$ cat src/rtl/core/arpc_pkg.sv
// ARP cache package: field widths, operation codes and the table entry layout.
// No dependencies; used by the interfaces, the cache module and the testbench.
package arpc_pkg;

	localparam int FUNC_W    = 2;
	localparam int IP_W      = 32;
	localparam int MAC_W     = 48;
	localparam int STAMP_W   = 32;
	localparam int SLOT_W    = 4;
	localparam int TIMEOUT_W = 8;

	localparam logic [TIMEOUT_W-1:0] TIMEOUT_RST = 8'd15;

	typedef enum logic [FUNC_W-1:0] {
		FUNC_LOOKUP = 2'd0,
		FUNC_INSERT = 2'd1,
		FUNC_TICK   = 2'd2
	} arpc_func_t;

	typedef struct packed {
		logic [IP_W-1:0]    ip;
		logic [MAC_W-1:0]   mac;
		logic [STAMP_W-1:0] stamp;
	} arpc_entry_t;

endpackage

$ cat src/rtl/core/arpc_if.sv
// ARP cache channel interfaces: request word (func, ip, mac) and response word.
// Depends on arpc_pkg for field widths.
interface arpc_in_if import arpc_pkg::*; ();
	logic              valid;
	logic              ready;
	logic [FUNC_W-1:0] func;
	logic [IP_W-1:0]   ip_addr;
	logic [MAC_W-1:0]  mac_addr;

	modport source (output valid, func, ip_addr, mac_addr, input ready);
	modport sink   (input valid, func, ip_addr, mac_addr, output ready);
endinterface

interface arpc_out_if import arpc_pkg::*; ();
	logic              valid;
	logic              ready;
	logic              hit;
	logic [MAC_W-1:0]  mac_out;
	logic [SLOT_W-1:0] slot;

	modport source (output valid, hit, mac_out, slot, input ready);
	modport sink   (input valid, hit, mac_out, slot, output ready);
endinterface

$ cat src/rtl/core/arpc_ram.sv
// Generic simple dual-port RAM: one write port, one read port, registered read.
// No dependencies.
module arpc_ram #(
	parameter int WIDTH = 8,
	parameter int DEPTH = 16
) (
	input  logic                     clk,
	input  logic                     we,
	input  logic [$clog2(DEPTH)-1:0] waddr,
	input  logic [WIDTH-1:0]         wdata,
	input  logic                     re,
	input  logic [$clog2(DEPTH)-1:0] raddr,
	output logic [WIDTH-1:0]         rdata
);

	logic [WIDTH-1:0] mem [DEPTH];

	always_ff @(posedge clk) begin
		if (we)
			mem[waddr] <= wdata;
		if (re)
			rdata <= mem[raddr];
	end

endmodule

$ cat src/rtl/core/arp_cache_table_with_aging.sv
// ARP cache with aging: IPv4 -> MAC table scanned one entry per cycle.
// A lookup scans until its first hit or the last entry, a tick scans every entry, an insert
// stops at the first free slot or at the last one, and an unused code goes straight to the
// response. One word at a time: req.ready is high only in S_IDLE.
// Reset clears valid bits, the seconds counter and sets the timeout to 15 at once.
// Depends on arpc_pkg, arpc_if, arpc_ram.
module arp_cache_table_with_aging import arpc_pkg::*; #(
	parameter int TABLE_ENTRIES = 16
) (
	input  logic                 clk,
	input  logic                 arst_n,
	input  logic                 cfg_we,
	input  logic [TIMEOUT_W-1:0] cfg_wdata,
	arpc_in_if.sink              req,
	arpc_out_if.source           rsp
);

	localparam int IDX_W = $clog2(TABLE_ENTRIES);
	localparam logic [IDX_W-1:0] LAST = IDX_W'(TABLE_ENTRIES - 1);

	typedef enum logic [1:0] {S_IDLE, S_SCAN, S_FIN} state_t;

	state_t                   state_q;
	arpc_func_t               op_q;
	logic [IP_W-1:0]          ip_q;
	logic [MAC_W-1:0]         mac_q;
	logic [TABLE_ENTRIES-1:0] valid_q;
	logic [STAMP_W-1:0]       seconds_q;
	logic [IDX_W-1:0]         sec_mod_q;
	logic [TIMEOUT_W-1:0]     timeout_q;
	logic [IDX_W-1:0]         idx_q;
	logic                     issue_q;
	logic                     chk_s1;
	logic [IDX_W-1:0]         idx_s1;
	logic                     res_hit_q;
	logic [MAC_W-1:0]         res_mac_q;
	logic [SLOT_W-1:0]        res_slot_q;
	logic                     rsp_valid_q;
	logic                     rsp_hit_q;
	logic [MAC_W-1:0]         rsp_mac_q;
	logic [SLOT_W-1:0]        rsp_slot_q;

	logic                     ram_re;
	logic                     ram_we;
	logic [IDX_W-1:0]         ram_waddr;
	arpc_entry_t              ram_wdata;
	arpc_entry_t              ram_rdata;
	logic [STAMP_W-1:0]       age;
	logic                     expired;
	logic                     lk_hit;
	logic                     ins_free;
	logic [IDX_W-1:0]         ins_pick;
	logic                     scan_end;

	arpc_ram #(
		.WIDTH ($bits(arpc_entry_t)),
		.DEPTH (TABLE_ENTRIES)
	) u_ram (
		.clk   (clk),
		.we    (ram_we),
		.waddr (ram_waddr),
		.wdata (ram_wdata),
		.re    (ram_re),
		.raddr (idx_q),
		.rdata (ram_rdata)
	);

	// age unit for the tick scan: one subtract and compare against the timeout
	assign age      = seconds_q - ram_rdata.stamp;
	assign expired  = age > STAMP_W'(timeout_q);
	assign lk_hit   = chk_s1 && valid_q[idx_s1] && (ram_rdata.ip == ip_q);
	assign ins_free = !valid_q[idx_q];
	assign ins_pick = ins_free ? idx_q : sec_mod_q;
	assign scan_end = chk_s1 && (idx_s1 == LAST);

	always_comb begin
		ram_re    = (state_q == S_SCAN) && issue_q && (op_q != FUNC_INSERT);
		ram_we    = 1'b0;
		ram_waddr = idx_s1;
		ram_wdata = '0;
		if (state_q == S_SCAN) begin
			case (op_q)
				FUNC_LOOKUP: begin
					if (lk_hit) begin
						ram_we          = 1'b1;
						ram_waddr       = idx_s1;
						ram_wdata.ip    = ram_rdata.ip;
						ram_wdata.mac   = ram_rdata.mac;
						ram_wdata.stamp = seconds_q;
					end
				end
				FUNC_INSERT: begin
					if (ins_free || (idx_q == LAST)) begin
						ram_we          = 1'b1;
						ram_waddr       = ins_pick;
						ram_wdata.ip    = ip_q;
						ram_wdata.mac   = mac_q;
						ram_wdata.stamp = seconds_q;
					end
				end
				default: ;
			endcase
		end
	end

	assign req.ready   = (state_q == S_IDLE);
	assign rsp.valid   = rsp_valid_q;
	assign rsp.hit     = rsp_hit_q;
	assign rsp.mac_out = rsp_mac_q;
	assign rsp.slot    = rsp_slot_q;

	always_ff @(posedge clk or negedge arst_n) begin
		if (!arst_n) begin
			state_q     <= S_IDLE;
			op_q        <= FUNC_LOOKUP;
			ip_q        <= '0;
			mac_q       <= '0;
			valid_q     <= '0;
			seconds_q   <= '0;
			sec_mod_q   <= '0;
			timeout_q   <= TIMEOUT_RST;
			idx_q       <= '0;
			issue_q     <= 1'b0;
			chk_s1      <= 1'b0;
			idx_s1      <= '0;
			res_hit_q   <= 1'b0;
			res_mac_q   <= '0;
			res_slot_q  <= '0;
			rsp_valid_q <= 1'b0;
			rsp_hit_q   <= 1'b0;
			rsp_mac_q   <= '0;
			rsp_slot_q  <= '0;
		end else begin
			if (cfg_we)
				timeout_q <= cfg_wdata;
			if ((state_q == S_FIN) && (!rsp_valid_q || rsp.ready))
				rsp_valid_q <= 1'b1;
			else if (rsp.ready)
				rsp_valid_q <= 1'b0;

			case (state_q)
				S_IDLE: begin
					if (req.valid) begin
						op_q       <= arpc_func_t'(req.func);
						ip_q       <= req.ip_addr;
						mac_q      <= req.mac_addr;
						idx_q      <= '0;
						issue_q    <= 1'b1;
						chk_s1     <= 1'b0;
						res_hit_q  <= 1'b0;
						res_mac_q  <= '0;
						res_slot_q <= '0;
						if (req.func == FUNC_TICK) begin
							seconds_q <= seconds_q + 1'b1;
							if ((seconds_q == '1) || (sec_mod_q == LAST))
								sec_mod_q <= '0;
							else
								sec_mod_q <= sec_mod_q + 1'b1;
						end
						if (req.func == FUNC_LOOKUP || req.func == FUNC_INSERT ||
						    req.func == FUNC_TICK)
							state_q <= S_SCAN;
						else
							state_q <= S_FIN;
					end
				end
				S_SCAN: begin
					if (issue_q && (op_q != FUNC_INSERT)) begin
						chk_s1 <= 1'b1;
						idx_s1 <= idx_q;
						if (idx_q == LAST)
							issue_q <= 1'b0;
						else
							idx_q <= idx_q + 1'b1;
					end else begin
						chk_s1 <= 1'b0;
					end
					case (op_q)
						FUNC_LOOKUP: begin
							if (lk_hit) begin
								res_hit_q  <= 1'b1;
								res_mac_q  <= ram_rdata.mac;
								res_slot_q <= SLOT_W'(idx_s1);
								state_q    <= S_FIN;
							end else if (scan_end) begin
								state_q <= S_FIN;
							end
						end
						FUNC_INSERT: begin
							if (ram_we) begin
								valid_q[ins_pick] <= 1'b1;
								res_slot_q        <= SLOT_W'(ins_pick);
								state_q           <= S_FIN;
							end else begin
								idx_q <= idx_q + 1'b1;
							end
						end
						FUNC_TICK: begin
							if (chk_s1 && valid_q[idx_s1] && expired)
								valid_q[idx_s1] <= 1'b0;
							if (scan_end)
								state_q <= S_FIN;
						end
						default: state_q <= S_FIN;
					endcase
				end
				S_FIN: begin
					if (!rsp_valid_q || rsp.ready) begin
						rsp_hit_q   <= res_hit_q;
						rsp_mac_q   <= res_mac_q;
						rsp_slot_q  <= res_slot_q;
						state_q     <= S_IDLE;
					end
				end
				default: state_q <= S_IDLE;
			endcase
		end
	end

`ifndef ASSERT_OFF
	a_one_valid_change: assert property (@(posedge clk) disable iff (!arst_n)
		$countones(valid_q ^ $past(valid_q)) <= 1)
		else $error("more than one valid bit changed in a cycle");

	a_seconds_on_tick: assert property (@(posedge clk) disable iff (!arst_n)
		(seconds_q != $past(seconds_q)) |->
		$past(req.valid && req.ready && (req.func == FUNC_TICK)))
		else $error("seconds counter moved without a tick");

	a_sec_mod_range: assert property (@(posedge clk) disable iff (!arst_n)
		sec_mod_q <= LAST)
		else $error("seconds modulo counter out of range");

	a_refresh_valid: assert property (@(posedge clk) disable iff (!arst_n)
		(ram_we && (op_q == FUNC_LOOKUP)) |-> valid_q[ram_waddr])
		else $error("stamp refresh on an invalid entry");
`endif

endmodule

$ cat src/flat_wrapper.sv
// flat-port wrapper written by rule: the top's interface ports become plain ports
module arp_cache_table_with_aging_flat import arpc_pkg::*;
#(
	parameter int TABLE_ENTRIES = 16
)
  (clk, arst_n, cfg_we, cfg_wdata, req_valid, req_func, req_ip_addr, req_mac_addr, req_ready, rsp_valid, rsp_hit, rsp_mac_out, rsp_slot, rsp_ready);
  arpc_in_if req_i ();
  arpc_out_if rsp_i ();
  input  logic clk;
  input  logic arst_n;
  input  logic cfg_we;
  input  logic [TIMEOUT_W-1:0] cfg_wdata;
  input wire logic [$bits(req_i.valid)-1:0] req_valid;
  input wire logic [$bits(req_i.func)-1:0] req_func;
  input wire logic [$bits(req_i.ip_addr)-1:0] req_ip_addr;
  input wire logic [$bits(req_i.mac_addr)-1:0] req_mac_addr;
  output wire logic [$bits(req_i.ready)-1:0] req_ready;
  output wire logic [$bits(rsp_i.valid)-1:0] rsp_valid;
  output wire logic [$bits(rsp_i.hit)-1:0] rsp_hit;
  output wire logic [$bits(rsp_i.mac_out)-1:0] rsp_mac_out;
  output wire logic [$bits(rsp_i.slot)-1:0] rsp_slot;
  input wire logic [$bits(rsp_i.ready)-1:0] rsp_ready;
  assign req_i.valid = req_valid;
  assign req_i.func = req_func;
  assign req_i.ip_addr = req_ip_addr;
  assign req_i.mac_addr = req_mac_addr;
  assign req_ready = req_i.ready;
  assign rsp_valid = rsp_i.valid;
  assign rsp_hit = rsp_i.hit;
  assign rsp_mac_out = rsp_i.mac_out;
  assign rsp_slot = rsp_i.slot;
  assign rsp_i.ready = rsp_ready;
  arp_cache_table_with_aging #(.TABLE_ENTRIES(TABLE_ENTRIES)) u_core (.clk(clk), .arst_n(arst_n), .cfg_we(cfg_we), .cfg_wdata(cfg_wdata), .req(req_i), .rsp(rsp_i));
endmodule
$ cat config.mk
export PLATFORM = sky130hd
export DESIGN_NAME = arp_cache_table_with_aging_flat
export DESIGN_NICKNAME = d
export VERILOG_FILES = /design/src/rtl/core/arpc_pkg.sv /design/src/rtl/core/arpc_if.sv /design/src/rtl/core/arpc_ram.sv /design/src/rtl/core/arp_cache_table_with_aging.sv /design/src/flat_wrapper.sv
export SDC_FILE = /design/constraint.sdc
export NUM_CORES = 2
export LEC_CHECK = 0
export BUFFER_PORTS_ARGS = -buffer_cell sky130_fd_sc_hd__buf_4
export CAP_MARGIN = 20
export CORE_MARGIN = 3
export CORE_UTILIZATION = 40
export CTS_BUF_LIST = sky130_fd_sc_hd__clkbuf_8
export CTS_CLUSTER_DIAMETER = 60
export DETAILED_ROUTE_END_ITERATION = 16
export PLACE_DENSITY = 0.58
export SLEW_MARGIN = 5
export SYNTH_ARGS = -nofsm -noshare
export SYNTH_HDL_FRONTEND = slang
export SYNTH_HIERARCHICAL = 1
export SYNTH_SLANG_ARGS = --single-unit
$ cat constraint.sdc
create_clock -name clk -period 27.7 [get_ports clk]
set_input_delay 1.385 -clock clk [delete_from_list [all_inputs] [get_ports clk]]
set_output_delay 1.385 -clock clk [all_outputs]
set_load 0.1 [all_outputs]
==> metrics <==
status complete, no violations; fin worst setup slack 20.63 ns; Post-synth top flop edfxtp_1; GRT Overall Usage 19.63%; Detailed Routing Iterations Pass 1 5; clk sink count 2,165; Root Buffer clkbuf_8; maximum clock rate 141.5 MHz; Crit Path Max Fanout 55; Routed Antenna Nets 0; Layout Nets 5,084; Pwr Total 6.129 mW; layout cells sized above 1 24.23%; Req. time, crit path 28.32 ns; max-slew violations 0; Synth cell types 88; syn nets 4,722; CTS tree built; Die Span Y 468.0 um; HP Class primary input to asynchronous set/reset pin; via/cell ratio 5.594; Area Overhead vs Synth 12.78%; initial antenna violation count 6; Crit Path Class flip-flop to flip-flop; placed inst area 89,610 sq um; Top-Level Pins 150; number of global-route vias before repair 46,804; Storage cell area 63,720 sq um; Finish-stage setup viols 0; most common cell after layout, fill and taps aside edfxtp_1; largest net degree at the start of global routing 152; Clock H-tree levels 5; post-CTS setup buffers 0; Worst-Skew Late Latency 1.06 ns; Slew HR 15.38%; slowest CP cell nor4_1; max_cap viols 0; Power Density 63.66 nW/um^2; Mapped Cells 4,584; Switching Fraction 20.88%; Worst path top cell family by delay simple AND/OR/NAND/NOR gates; clock share of power 41.9%; fin crit period 7.068 ns; placed wire-length estimate 117.6 mm; warnings from Yosys 6; final hold violations 0; IO Port Bufs 149; Max Root-Sink Buffers 4; RSZ-0062 raised after global routing no; worst path cell trace xor2_1 -> nor4_1 -> nand4_1 -> or4_4 -> nor3_4 -> buf_4 -> nor2_2 -> inv_2 -> nand3b_1 -> nor3_2 -> buf_4; Synth Area per Inst 18.62 sq um; DIE AREA 219,000 sq um; Clock transition at path regs 0.06 ns; number of hold buffers added after CTS 0; Resized Gates After CTS 0; commonest non-fill, non-tap cells in the layout edfxtp_1 (1,904), nand2_1 (528), mux4_2 (458); final non-filler cell total 8,032; critical path arrival 7.69 ns; CP endpoint kind flip-flop; Leak 28.92 nW; Multi-input gate area 20,370 sq um; Seq/Total Area, Yosys 74.64%; DRT iter0 DRCs 4,214; Gate power share 0.9%; worst reg2reg setup slack 20.63 ns; mapped cell area 85,360 sq um; cell mode on critical path buf_4; TritonCTS Buffers 364; Max stage delay on crit path 0.98 ns; vias after detailed routing 44,933; cell area after layout 96,270 sq um; Fin Clk Skew 0.07097 ns; Flop pwr share 57.2%; Sum Neg Setup Slack 0 ns; filler instances 18,018; Place WS 20.46 ns; Post-synth EDFFs 1,904; WP buf/inv 3; first-pass GRT wire length 317.8 mm; WL/cell 26.70 um; number of instances in the placed design 7,371; Finished Core Util 45.66%; num rows 168; DR DRC count 0; Die W 468.0 um; Max rail drop VDD 0.00005380 V; gr ovfl total 0; gpl congestion 0.8223; flops & latches, synth 2,165; internal power 4.849 mW; Synth async-reset ratio 12.06%; Initial Utilization 40.49%; CP Launch Type flip-flop; Net Sw Power 1.279 mW; Final period util 25.52%; Worst Max-Slew Pin Slew 1.269 ns; Core ar. 210,800 sq um; WHS 0.3089 ns; WL final 214.5 mm
## final cells by class
type	instances	area share (%)
antenna	6	0.01560
clock inverter	250	1.154
multi-input combinational	2115	21.16
timing repair buffer	244	2.025
clock buffer	391	5.590
sequential	2165	66.19
inverter	56	0.2236
tap	2805	3.646
## sequential cells by signal (all words and copies together) (netlist names), 8 cells and up
register	cells
u_core/ip_q	32
u_core/mac_q	48
u_core/res_mac_q	48
u_core/rsp.mac_out	48
u_core/seconds_q	32
u_core/timeout_q	8
u_core/u_ram/mem	1792
u_core/u_ram/rdata	112
u_core/valid_q	16
## synthesized netlist by cell type (5+ instances only)
cell / instances / area share [%]
nand2b_1: 21 / 0.15
xnor2_1: 44 / 0.45
a21oi_1: 62 / 0.36
nand2_1: 529 / 2.3
o21ai_0: 95 / 0.56
o31ai_1: 6 / 0.053
dfrtp_1: 257 / 7.5
buf_2: 44 / 0.26
inv_1: 55 / 0.24
and2_1: 36 / 0.26
mux2_2: 58 / 0.77
nand4_1: 27 / 0.20
nor2b_1: 16 / 0.12
buf_4: 37 / 0.33
a41oi_1: 6 / 0.062
a211o_1: 5 / 0.051
clkbuf_1: 108 / 0.47
and3_1: 7 / 0.051
or2_2: 5 / 0.037
a21oi_2: 5 / 0.051
mux4_2: 458 / 12
buf_1: 40 / 0.18
nand3_1: 28 / 0.16
o22ai_1: 5 / 0.037
xor2_1: 35 / 0.36
nor2_1: 184 / 0.81
ha_1: 42 / 0.62
a31oi_1: 5 / 0.037
nor4_1: 14 / 0.10
o211ai_1: 12 / 0.11
o21a_1: 5 / 0.044
nor3_1: 18 / 0.11
a22oi_1: 306 / 2.7
edfxtp_1: 1904 / 67
buf_6: 17 / 0.22
## cells by family after synthesis
| group | share of synthesized area [%] |
|---|---|
| AO/OA/AOI/OAI | 4.679 |
| AND/OR/NAND/NOR | 4.608 |
| buffers and inverters | 1.716 |
| multiplexers | 12.91 |
| flip-flops | 74.64 |
| adder cells (fa/ha/maj) | 0.6391 |
| XOR/XNOR | 0.8106 |
## metal layers
| metal | track usage, % | vias up | share of wire (%) |
|---|---|---|---|
| li1 | - | 19103 | - |
| met1 | 27.99 | 23860 | 43 |
| met2 | 31.02 | 1586 | 48 |
| met3 | 3.439 | 382 | 6.3 |
| met4 | 5.927 | 2 | 2.6 |
| met5 | 0 | - | 0.0061 |
## power groups by stage
| stage | logic [mW] | clock network (mW) | registers, mW |
|---|---|---|---|
| final | 0.0558 | 2.57 | 3.51 |
| after global routing | 0.0613 | 2.80 | 3.50 |
| after CTS | 0.0574 | 2.64 | 3.51 |
| after detailed placement | 0.0572 | 0 | 3.57 |
| after global placement | 0.0566 | 0 | 3.57 |
| after floorplan | 0.0207 | 0 | 3.57 |
## final timing paths
check	startpoint	endpoint	cells past startpoint
setup / recovery	u_core/ip_q[28]	u_core/u_ram/mem[4][99]	11
hold / removal	arst_n	u_core/seconds_q[1]	1
setup reg to reg	u_core/ip_q[28]	u_core/u_ram/mem[4][99]	11
hold reg to reg	u_core/u_ram/rdata[37]	u_core/res_mac_q[5]	2
max in group asynchronous	arst_n	u_core/rsp.mac_out[33]	3
min in group clk	u_core/u_ram/rdata[37]	u_core/res_mac_q[5]	2
Note: power is estimated with default switching activity, not from simulation.
